==> src/sv/sacc_pkg.sv <==
// Shared types and constants for the set-associative hit counter.
// No dependencies; used by every module of the block.
package sacc_pkg;

  localparam int TOTAL_BLOCKS      = 8;
  localparam int WAY_W             = 3;
  localparam int SET_W             = 3;
  localparam int ADDR_W            = 8;
  localparam int WAYS_LOG2_W       = 2;
  localparam int COUNT_W           = 8;
  localparam int TOTAL_W           = 16;
  localparam int ADDR_BITS_DEFAULT = 8;
  localparam int QUEUE_DEPTH       = 2;

  localparam logic [COUNT_W-1:0] COUNT_MAX = '1;
  localparam logic [TOTAL_W-1:0] TOTAL_MAX = '1;
  localparam logic [SET_W-1:0]   SET_MASK_FULL = '1;

  localparam logic CMD_ACCESS = 1'b0;
  localparam logic CMD_CLEAR  = 1'b1;

  // One classified beat waiting for the back end.
  typedef struct packed {
    logic                   cmd;
    logic [WAYS_LOG2_W-1:0] ways_log2;
    logic [SET_W-1:0]       set_index;
    logic [ADDR_W-1:0]      addr;
  } entry_t;

  typedef struct packed {
    logic               hit;
    logic [WAY_W-1:0]   way;
    logic [SET_W-1:0]   set_index;
    logic [TOTAL_W-1:0] hit_total;
    logic [TOTAL_W-1:0] miss_total;
  } result_t;

endpackage

==> src/sv/sacc_front.sv <==
// Front end: holds the associativity register, accepts input beats and
// tags each with its set and arrangement. Depends on sacc_pkg.
module sacc_front #(
  parameter int ADDR_BITS = sacc_pkg::ADDR_BITS_DEFAULT
) (
  input  logic                                 clk,
  input  logic                                 rst,
  input  logic                                 cfg_wr_en,
  input  logic [sacc_pkg::WAYS_LOG2_W-1:0]     cfg_wr_data,
  input  logic                                 in_valid,
  output logic                                 in_ready,
  input  logic                                 cmd,
  input  logic [sacc_pkg::ADDR_W-1:0]          block_address,
  output logic                                 push,
  output sacc_pkg::entry_t                     push_entry,
  input  logic                                 queue_full
);

  localparam int TAG_W = (ADDR_BITS < sacc_pkg::ADDR_W) ? ADDR_BITS : sacc_pkg::ADDR_W;

  logic [sacc_pkg::WAYS_LOG2_W-1:0] ways_log2;
  logic [sacc_pkg::ADDR_W-1:0]      addr_masked;

  always_ff @(posedge clk) begin
    if (rst) begin
      ways_log2 <= '0;
    end else if (cfg_wr_en) begin
      ways_log2 <= cfg_wr_data;
    end
  end

  assign in_ready    = !queue_full;
  assign push        = in_valid && in_ready;
  assign addr_masked = sacc_pkg::ADDR_W'(block_address[TAG_W-1:0]);

  always_comb begin
    push_entry.cmd       = cmd;
    push_entry.ways_log2 = ways_log2;
    push_entry.addr      = addr_masked;
    // set count is 8 >> ways_log2, so the set is the low address bits masked
    push_entry.set_index = addr_masked[sacc_pkg::SET_W-1:0]
                           & (sacc_pkg::SET_MASK_FULL >> ways_log2);
  end

endmodule

==> src/sv/sacc_queue.sv <==
// Short FIFO of classified beats between front and back ends.
// Depends on sacc_pkg for the entry type and depth.
module sacc_queue (
  input  logic             clk,
  input  logic             rst,
  input  logic             push,
  input  sacc_pkg::entry_t push_entry,
  output logic             full,
  input  logic             pop,
  output logic             head_valid,
  output sacc_pkg::entry_t head_entry
);

  localparam int DEPTH = sacc_pkg::QUEUE_DEPTH;
  localparam int PTR_W = (DEPTH > 1) ? $clog2(DEPTH) : 1;
  localparam int CNT_W = $clog2(DEPTH + 1);

  sacc_pkg::entry_t slots [DEPTH];
  logic [PTR_W-1:0] wr_ptr;
  logic [PTR_W-1:0] rd_ptr;
  logic [CNT_W-1:0] count;

  assign full       = (count == CNT_W'(DEPTH));
  assign head_valid = (count != '0);
  assign head_entry = slots[rd_ptr];

  always_ff @(posedge clk) begin
    if (rst) begin
      wr_ptr <= '0;
      rd_ptr <= '0;
      count  <= '0;
    end else begin
      if (push) begin
        wr_ptr <= (wr_ptr == PTR_W'(DEPTH - 1)) ? '0 : wr_ptr + 1'b1;
      end
      if (pop) begin
        rd_ptr <= (rd_ptr == PTR_W'(DEPTH - 1)) ? '0 : rd_ptr + 1'b1;
      end
      if (push && !pop) begin
        count <= count + 1'b1;
      end else if (pop && !push) begin
        count <= count - 1'b1;
      end
    end
  end

  always_ff @(posedge clk) begin
    if (push) begin
      slots[wr_ptr] <= push_entry;
    end
  end

endmodule

==> src/sv/sacc_back.sv <==
// Back end: tag, valid and use-count state, hit lookup, victim choice,
// totals and the output register. Depends on sacc_pkg.
module sacc_back #(
  parameter int ADDR_BITS = sacc_pkg::ADDR_BITS_DEFAULT
) (
  input  logic              clk,
  input  logic              rst,
  input  logic              head_valid,
  input  sacc_pkg::entry_t  head_entry,
  output logic              pop,
  output logic              out_valid,
  input  logic              out_ready,
  output sacc_pkg::result_t result
);

  localparam int NB      = sacc_pkg::TOTAL_BLOCKS;
  localparam int TAG_W   = (ADDR_BITS < sacc_pkg::ADDR_W) ? ADDR_BITS : sacc_pkg::ADDR_W;
  localparam int KEY_W   = sacc_pkg::COUNT_W + 1;
  localparam int WAY_W   = sacc_pkg::WAY_W;
  localparam int SET_W   = sacc_pkg::SET_W;
  localparam int COUNT_W = sacc_pkg::COUNT_W;
  localparam int TOTAL_W = sacc_pkg::TOTAL_W;

  logic [TAG_W-1:0]   tag_store [NB];
  logic [NB-1:0]      valid_bits;
  logic [COUNT_W-1:0] use_count [NB];
  logic [TOTAL_W-1:0] hits_so_far;
  logic [TOTAL_W-1:0] misses_so_far;

  logic [TAG_W-1:0]   addr;
  logic [WAY_W-1:0]   way_mask;
  logic [NB-1:0]      member;
  logic [NB-1:0]      match;
  logic               found;
  logic [WAY_W-1:0]   hit_block;

  logic [KEY_W-1:0]   key_l0 [8];
  logic [WAY_W-1:0]   idx_l0 [8];
  logic [KEY_W-1:0]   key_l1 [4];
  logic [WAY_W-1:0]   idx_l1 [4];
  logic [KEY_W-1:0]   key_l2 [2];
  logic [WAY_W-1:0]   idx_l2 [2];
  logic [WAY_W-1:0]   victim;
  logic [WAY_W-1:0]   chosen_block;

  logic [TOTAL_W-1:0] hits_next;
  logic [TOTAL_W-1:0] misses_next;

  assign pop  = head_valid && (!out_valid || out_ready);
  assign addr = head_entry.addr[TAG_W-1:0];
  assign way_mask = WAY_W'((4'd1 << head_entry.ways_log2) - 4'd1);

  // block b sits in set b >> k at way b & (ways - 1)
  always_comb begin
    for (int b = 0; b < NB; b++) begin
      member[b] = ((WAY_W'(b) >> head_entry.ways_log2) == head_entry.set_index);
      match[b]  = member[b] && valid_bits[b] && (tag_store[b] == addr);
    end
  end

  // lowest matching block is the lowest matching way
  always_comb begin
    found     = 1'b0;
    hit_block = '0;
    for (int b = NB - 1; b >= 0; b--) begin
      if (match[b]) begin
        found     = 1'b1;
        hit_block = WAY_W'(b);
      end
    end
  end

  // min tree over use counts; blocks outside the set get a key above any count
  always_comb begin
    for (int i = 0; i < 8; i++) begin
      key_l0[i] = {!member[i], use_count[i]};
      idx_l0[i] = WAY_W'(i);
    end
    for (int i = 0; i < 4; i++) begin
      if (key_l0[2*i] <= key_l0[2*i+1]) begin
        key_l1[i] = key_l0[2*i];
        idx_l1[i] = idx_l0[2*i];
      end else begin
        key_l1[i] = key_l0[2*i+1];
        idx_l1[i] = idx_l0[2*i+1];
      end
    end
    for (int i = 0; i < 2; i++) begin
      if (key_l1[2*i] <= key_l1[2*i+1]) begin
        key_l2[i] = key_l1[2*i];
        idx_l2[i] = idx_l1[2*i];
      end else begin
        key_l2[i] = key_l1[2*i+1];
        idx_l2[i] = idx_l1[2*i+1];
      end
    end
    victim = (key_l2[0] <= key_l2[1]) ? idx_l2[0] : idx_l2[1];
  end

  assign chosen_block = found ? hit_block : victim;

  always_comb begin
    hits_next   = hits_so_far;
    misses_next = misses_so_far;
    if (head_entry.cmd == sacc_pkg::CMD_CLEAR) begin
      hits_next   = '0;
      misses_next = '0;
    end else if (found) begin
      if (hits_so_far != sacc_pkg::TOTAL_MAX) begin
        hits_next = hits_so_far + 1'b1;
      end
    end else begin
      if (misses_so_far != sacc_pkg::TOTAL_MAX) begin
        misses_next = misses_so_far + 1'b1;
      end
    end
  end

  always_ff @(posedge clk) begin
    if (rst) begin
      valid_bits    <= '0;
      hits_so_far   <= '0;
      misses_so_far <= '0;
      out_valid     <= 1'b0;
      for (int b = 0; b < NB; b++) begin
        use_count[b] <= '0;
      end
    end else begin
      if (out_valid && out_ready && !pop) begin
        out_valid <= 1'b0;
      end
      if (pop) begin
        out_valid     <= 1'b1;
        hits_so_far   <= hits_next;
        misses_so_far <= misses_next;
        if (head_entry.cmd == sacc_pkg::CMD_CLEAR) begin
          valid_bits <= '0;
          for (int b = 0; b < NB; b++) begin
            use_count[b] <= '0;
          end
        end else if (found) begin
          if (use_count[hit_block] != sacc_pkg::COUNT_MAX) begin
            use_count[hit_block] <= use_count[hit_block] + 1'b1;
          end
        end else begin
          valid_bits[victim] <= 1'b1;
          use_count[victim]  <= '0;
        end
      end
    end
  end

  // payload: tags and the output beat carry no reset
  always_ff @(posedge clk) begin
    if (pop) begin
      if (head_entry.cmd == sacc_pkg::CMD_CLEAR) begin
        result.hit       <= 1'b0;
        result.way       <= '0;
        result.set_index <= '0;
      end else begin
        if (!found) begin
          tag_store[victim] <= addr;
        end
        result.hit       <= found;
        result.way       <= chosen_block & way_mask;
        result.set_index <= head_entry.set_index;
      end
      result.hit_total  <= hits_next;
      result.miss_total <= misses_next;
    end
  end

endmodule

==> src/sv/set_assoc_cache_hit_counter_unit.sv <==
// Set-associative cache model with least-frequently-used replacement and
// saturating hit and miss totals. Top level; depends on sacc_pkg and the
// sacc_front, sacc_queue and sacc_back modules.
//
// Usage:
//   Input beats (cmd, block_address) are taken on in_valid && in_ready. An
//   access looks the address up in its set; a clear empties the cache and
//   resets the totals. Each input beat gives exactly one output beat (hit,
//   way, set_index, hit_total, miss_total) on out_valid && out_ready.
//   The associativity register is written with cfg_wr_en / cfg_wr_data
//   while the block is idle; stored blocks are kept across a change.
//   Throughput is one beat per cycle while out_ready stays high: the front end
//   classifies a beat into a two-entry queue, and the back end does the tag
//   compare, the min tree victim pick and the state update together.
//   An accepted beat is written into the queue; the back end pops it from the
//   head into the output register, where out_valid rises. When the
//   receiver stalls the output register holds its beat, the queue fills,
//   and in_ready drops once both entries are occupied.
//   Reset (rst, synchronous) clears all valid bits, use counts, totals and
//   the register (direct mapped); the block accepts beats right after.
module set_assoc_cache_hit_counter_unit #(
  parameter int ADDR_BITS = sacc_pkg::ADDR_BITS_DEFAULT
) (
  input  logic                                 clk,
  input  logic                                 rst,
  input  logic                                 cfg_wr_en,
  input  logic [sacc_pkg::WAYS_LOG2_W-1:0]     cfg_wr_data,
  input  logic                                 in_valid,
  output logic                                 in_ready,
  input  logic                                 cmd,
  input  logic [sacc_pkg::ADDR_W-1:0]          block_address,
  output logic                                 out_valid,
  input  logic                                 out_ready,
  output logic                                 hit,
  output logic [sacc_pkg::WAY_W-1:0]           way,
  output logic [sacc_pkg::SET_W-1:0]           set_index,
  output logic [sacc_pkg::TOTAL_W-1:0]         hit_total,
  output logic [sacc_pkg::TOTAL_W-1:0]         miss_total
);

  logic              push;
  sacc_pkg::entry_t  push_entry;
  logic              queue_full;
  logic              pop;
  logic              head_valid;
  sacc_pkg::entry_t  head_entry;
  sacc_pkg::result_t result;

  sacc_front #(
    .ADDR_BITS (ADDR_BITS)
  ) u_front (
    .clk           (clk),
    .rst           (rst),
    .cfg_wr_en     (cfg_wr_en),
    .cfg_wr_data   (cfg_wr_data),
    .in_valid      (in_valid),
    .in_ready      (in_ready),
    .cmd           (cmd),
    .block_address (block_address),
    .push          (push),
    .push_entry    (push_entry),
    .queue_full    (queue_full)
  );

  sacc_queue u_queue (
    .clk        (clk),
    .rst        (rst),
    .push       (push),
    .push_entry (push_entry),
    .full       (queue_full),
    .pop        (pop),
    .head_valid (head_valid),
    .head_entry (head_entry)
  );

  sacc_back #(
    .ADDR_BITS (ADDR_BITS)
  ) u_back (
    .clk        (clk),
    .rst        (rst),
    .head_valid (head_valid),
    .head_entry (head_entry),
    .pop        (pop),
    .out_valid  (out_valid),
    .out_ready  (out_ready),
    .result     (result)
  );

  assign hit        = result.hit;
  assign way        = result.way;
  assign set_index  = result.set_index;
  assign hit_total  = result.hit_total;
  assign miss_total = result.miss_total;

endmodule

==> config.mk <==
export PLATFORM = sky130hd
export DESIGN_NAME = set_assoc_cache_hit_counter_unit
export DESIGN_NICKNAME = d
export VERILOG_FILES = /design/src/sv/sacc_pkg.sv /design/src/sv/sacc_front.sv /design/src/sv/sacc_queue.sv /design/src/sv/sacc_back.sv /design/src/sv/set_assoc_cache_hit_counter_unit.sv
export SDC_FILE = /design/constraint.sdc
export NUM_CORES = 1
export LEC_CHECK = 0
export ABC_AREA = 1
export ABC_CLOCK_PERIOD_IN_PS = 10840
export BUFFER_PORTS_ARGS = -buffer_cell sky130_fd_sc_hd__buf_2
export CAP_MARGIN = 20
export CORE_UTILIZATION = 55
export DETAILED_ROUTE_END_ITERATION = 12
export HOLD_SLACK_MARGIN = 0.03
export MAX_ROUTING_LAYER = met4
export PLACE_DENSITY = 0.72
export SKIP_CTS_REPAIR_TIMING = 1
export SLEW_MARGIN = 30
export SYNTH_ARGS = -nofsm -noshare
export SYNTH_HDL_FRONTEND = slang
export SYNTH_SLANG_ARGS = --single-unit
==> constraint.sdc <==
create_clock -name clk -period 10.84 [get_ports clk]
set_input_delay 2.168 -clock clk [delete_from_list [all_inputs] [get_ports clk]]
set_output_delay 2.168 -clock clk [all_outputs]
set_load 0.02 [all_outputs]
## Yosys cells after proc, flatten, opt, wreduce, memory -nomap -nowiden

Memories as Yosys holds them, arrays and structs flattened. A register that Yosys moved wholly into a read port is not among the register bits.
Index checks and enable logic that the tools add are counted.
W data, S select, Z words.

| operators by class | value |
|---|---|
| reductions and logical operators | 42 |
| bitwise operators | 11 |
| $add $sub $neg | 8 |
| shifts and indexed selects | 10 |
| $lt $le $gt $ge | 9 |
| multiplexer cells | 82 |
| equal/unequal tests | 21 |

Operators by type and width:

| cell | count |
|---|---|
| $mux W16 | 6 |
| $mux W8 | 12 |
| $eq A8 B8 Y1 | 8 |
| $le A9 B9 Y1 | 7 |
| $mux W9 | 6 |
| $mux W1 | 41 |
| $mux W3 | 12 |
| $add A16 B1 Y16 const B | 2 |
| $ne A16 B16 Y1 const B | 2 |
| $eq A3 B3 Y1 | 8 |
| $logic_and A1 B1 Y1 | 23 |
| $reduce_or A8 Y1 | 2 |
| $shr A3 B2 Y3 const A | 5 |
| $logic_not A1 Y1 | 12 |
| $add A8 B1 Y8 const B | 1 |
| $mux W2 | 4 |
| $ne A8 B8 Y1 const B | 1 |
| $or A1 B1 Y1 | 8 |
| $or A8 B8 Y8 | 1 |
| $and A3 B3 Y3 | 2 |
| $reduce_bool A2 Y1 | 3 |
| $shr A1 B2 Y3 const A | 2 |
| $shr A2 B2 Y3 const A | 2 |
| $lt A3 B4 Y1 const B | 1 |
| 11 further kinds | 12 |

| storage, ports and cells | value |
|---|---|
| flip-flop bits (word level) | 86 |
| word-level logic and storage cells | 199 |
| output and inout port bits | 41 |
| RAM bits | 156 |
| input port bits | 16 |
| memories | 3 |

Memory list:

| memory | depth | bits a word | rd ports | clocked after Yosys merged registers in | wr ports | line | source |
|---|---|---|---|---|---|---|---|
| u_back.tag_store | 8 | 8 | 8 | 0 | 1 | sacc_back.sv:24 | `logic [TAG_W-1:0] tag_store [NB];` |
| u_back.use_count | 8 | 8 | 9 | 0 | 8 | sacc_back.sv:26 | `logic [COUNT_W-1:0] use_count [NB];` |
| u_queue.slots | 2 | 14 | 1 | 1 | 1 | sacc_queue.sv:18 | `sacc_pkg::entry_t slots [DEPTH];` |

## Depth between registers and ports, before layout

An unclocked memory read counts as a cell.

| depth | value |
|---|---|
| depth after elaboration | 23 |
| gate-level depth with buffers | 52 |
| depth with buffers taken out | 48 |

## Modules after synthesis

A second synthesis with hierarchy kept.

| second synthesis, totals | value |
|---|---|
| cells, all modules | 1728 |
| area, all modules | 14513.9 um^2 |

Modules (own cells, without submodules):

| module | instances | seq. area each (um^2) | area each (um^2) | cells an instance |
|---|---|---|---|---|
| sacc_back | 1 | 5835.6 | 13090.1 | 1623 |
| sacc_queue | 1 | 940.9 | 1236.2 | 76 |
| sacc_front | 1 | 40.0 | 187.7 | 29 |

## Worst setup path after synthesis

Ideal clock, no wire load.

| path | value |
|---|---|
| kind | register to register |
| from | register with a tool-made name |
| to | memory u_back.tag_store[6][0] (netlist bit), enable pin |
| setup time | 0.398 ns |
| data required time | 10.442 ns |
| arrival | 6.715 ns |
| stages on the path, launching flop included | 38 |
| clock period less this slack | 7.113 ns |
| path buffers | 4 |
| setup slack | 3.727 ns |
| cells stage by stage | dfxtp_1 buf_4 o21ai_0 ha_1 inv_1 xor2_1 nand3_1 inv_1 ha_1 nand2_1 o41ai_1 nand2_1 clkbuf_1 nand2_1 o21ai_0 ha_1 nand2_1 inv_1 [... 2 more ...] clkbuf_1 clkbuf_1 o21ai_0 ha_1 nand2_1 nor2_1 a211oi_1 o21ai_0 nand2_1 nand2_1 a21oi_1 o21bai_1 nand2_1 inv_1 nor2_1 nand2_1 nand4_1 nor4_1 |

RTL lines:

| element | line |
|---|---|
| to (decl) | sacc_back.sv:24 |

==> results.sh <==
export IMPL_clk_latency_ns=0.54
export IMPL_hold_viol_final=0
export IMPL_layout_commonest_cell="nand2_1"
export IMPL_synth_warnings=0
export IMPL_first_pass_iters=6
export IMPL_synth_top_family_by_area="simple AND/OR/NAND/NOR gates"
export IMPL_drv_slew=0
export IMPL_crit_top_cell="nand2_1"
export IMPL_syn_area_per_cell_um2=8.123
export IMPL_hpwl_mm=29.00
export IMPL_gp_congestion=1.017
export IMPL_worstSetupPathType="flop to flop"
export IMPL_grt_pass1_vias=11690
export IMPL_dieArea_mm2=0.02741
export IMPL_initial_utilization=0.5630
export IMPL_min_period_over_period=0.8610
export IMPL_reg2reg_setup_slack_ns=1.51
export IMPL_die_y_um=165.6
export IMPL_synth_area_mux_share=0
export IMPL_diodes=0
export IMPL_ioPinCount=57
export IMPL_critPathSlowestCell="dfxtp_1"
export IMPL_clock_sinks=243
export IMPL_ys_seq_area_frac=0.4633
export IMPL_vias=12740
export IMPL_synth_compound_area_frac=0.09194
export IMPL_crit_required_ns=11.04
export IMPL_synthCells=1811
export IMPL_status="complete, no violations"
export IMPL_synth_cell_type_count=57
export IMPL_wire_per_inst_um=17.73
export IMPL_setup_viol=0
export IMPL_fmax_mhz=107.1
export IMPL_cts_max_path_buffers=3
export IMPL_synth_simple_area_share=0.2906
export IMPL_track_usage=0.2997
export IMPL_antenna_found_initial=0
export IMPL_synth_flop_cell="edfxtp_1"
export IMPL_end_kind="flop"
export IMPL_slowest_delay_ns=0.81
export IMPL_first_iter_violations=1262
export IMPL_synth_edf_count=195
export IMPL_cts_buffers=26
export IMPL_arrival_ns=9.53
export IMPL_synth_fp_nets=1899
export IMPL_hp_class="flop to flop"
export IMPL_relSlewSlack=0.3637
export IMPL_grt_pass1_wl_mm=61.20
export IMPL_rsz0062_at_grt="false"
export IMPL_route_antenna_remaining_nets=0
export IMPL_synthAdderAreaFrac=0.06123
export IMPL_final_cell_mix="429 x nand2_1, 218 x nor2_1, 209 x inv_1"
export IMPL_critPathLaunchType="flop"
export IMPL_synth_async_reset_ratio=0
export IMPL_synthXorXnorAreaFrac=0.02016
export IMPL_clk_pin_slew_ns=0.06
export IMPL_critPathMaxFanout=23
export IMPL_io_buffer_count=56
export IMPL_worst_pin_slew_ns=0.9481
export IMPL_core_area_mm2=0.02613
export IMPL_drt_vias_per_instance=5.753
export IMPL_grt_max_degree=45
export IMPL_nNetsFinal=1948
export IMPL_grt_overflow=0
export IMPL_num_rows=59
export IMPL_h_tree_depth=1
export IMPL_die_w_um=165.6
export IMPL_fin_worst_skew_ns=0.01943
export IMPL_cts_tree="built"
export IMPL_layout_drive_gt1_share=0.09207
export IMPL_root_buffer="clkbuf_16"
export IMPL_area_growth_pct=9.721
export IMPL_wl_mm=39.25
export IMPL_synth_seq_cells=243
export IMPL_drc=0
export IMPL_finalSetupTns_ns=0
export IMPL_period_minus_slack_ns=9.333
export IMPL_netlist_area_mm2=0.01471
export IMPL_maxCapViolations=0
## critical path: cells and delay by family, from the launching register on
kind	cells	cell delay [ns]
and+or+nand+nor	21	3.19
AOI/OAI and AO/OA	12	2.14
buffers and inverters	8	1.64
adders and majority gates	4	1.18
DFF	1	0.81
## state kept, by name, summed over array words and instances, names as in the netlist, named ones only
name                  cells
u_back.result            39
u_queue.count             2
u_queue.rd_ptr            1
u_queue.slots            28
u_back.out_valid          1
u_back.use_count         64
u_back.misses_so_far     16
u_back.tag_store         64
u_front.ways_log2         2
u_back.hits_so_far       16
u_back.valid_bits         8
u_queue.wr_ptr            1
## cell usage after synthesis, types with 4 or more instances
| cell type | count | area, um^2 |
|---|---|---|
| clkinv_1 | 4 | 15.01 |
| o21a_1 | 5 | 37.54 |
| clkbuf_1 | 21 | 78.83 |
| nor3b_1 | 5 | 37.54 |
| o21ai_1 | 9 | 45.04 |
| nand4_1 | 25 | 156.4 |
| nand3_1 | 159 | 795.8 |
| nor2_2 | 8 | 50.05 |
| inv_2 | 13 | 48.80 |
| buf_6 | 4 | 45.04 |
| a31oi_1 | 4 | 25.02 |
| nor4_1 | 18 | 112.6 |
| a21oi_1 | 78 | 390.4 |
| xor2_1 | 23 | 201.4 |
| nand2_2 | 15 | 93.84 |
| o21bai_1 | 8 | 60.06 |
| xnor2_1 | 9 | 78.83 |
| nor3_1 | 31 | 155.2 |
| buf_4 | 10 | 75.07 |
| dfxtp_1 | 48 | 960.9 |
| inv_1 | 209 | 784.5 |
| o21ai_0 | 114 | 570.6 |
| nand2_1 | 429 | 1610 |
| nor2_1 | 221 | 829.6 |
| ha_1 | 72 | 900.9 |
| edfxtp_1 | 195 | 5856 |
| a211oi_1 | 11 | 82.58 |
| nand2_4 | 12 | 135.1 |
| nand3b_1 | 7 | 52.55 |
## path summary, 6_finish.rpt
check	startpoint	depth (start not counted)	endpoint
setup / recovery	flop	45	u_back.use_count[7][0]
hold / removal	u_queue.rd_ptr	1	flop
setup reg to reg	flop	45	u_back.use_count[7][0]
hold reg to reg	u_queue.rd_ptr	1	flop
## metal layers
metal,part of all wire,global-route usage,up-vias
li1,-,-,6178
met1,0.44,0.3991,5918
met2,0.46,0.4746,564
met3,0.074,0.03971,78
met4,0.030,0.09669,0
met5,0,-,-
## cells by family after synthesis
kind of cell               after synthesis
xor gates and xnor gates                33
buffers and inverters                  266
adders and majority gates               72
AOI/OAI and AO/OA                      244
and+or+nand+nor                        953
DFF                                    243
## cell type report
cell class,instances,area [um^2]
clock inverters,5,48.80
well taps,335,419.2
multi-input cells,1302,6889
fillers,2280,9991
clock buffers,42,802.0
inverters,226,848.3
repair buffers,61,317.8
flip-flops and latches,243,6817
## metrics by stage
stage / hold slack (ns) / instances / setup slack, ns / cell area [um^2] / util
final: 0.4627 / 2214 / 1.507 / 16140 / 0.6177
after global routing: 0.4831 / 2214 / 0.6782 / 16140 / 0.6177
after CTS: 0.4642 / 2214 / 1.814 / 16130 / 0.6173
after detailed placement: 0.4548 / 2167 / 1.815 / 15280 / 0.5847
after global placement: 0.4376 / 2167 / 2.201 / 15260 / 0.5840
after floorplan: 0.4255 / 1811 / 3.727 / 14710 / -
Power is left out: the tool's default activity adds up to more than one toggle a clock period on the data nets, which glitch-free logic cannot reach.
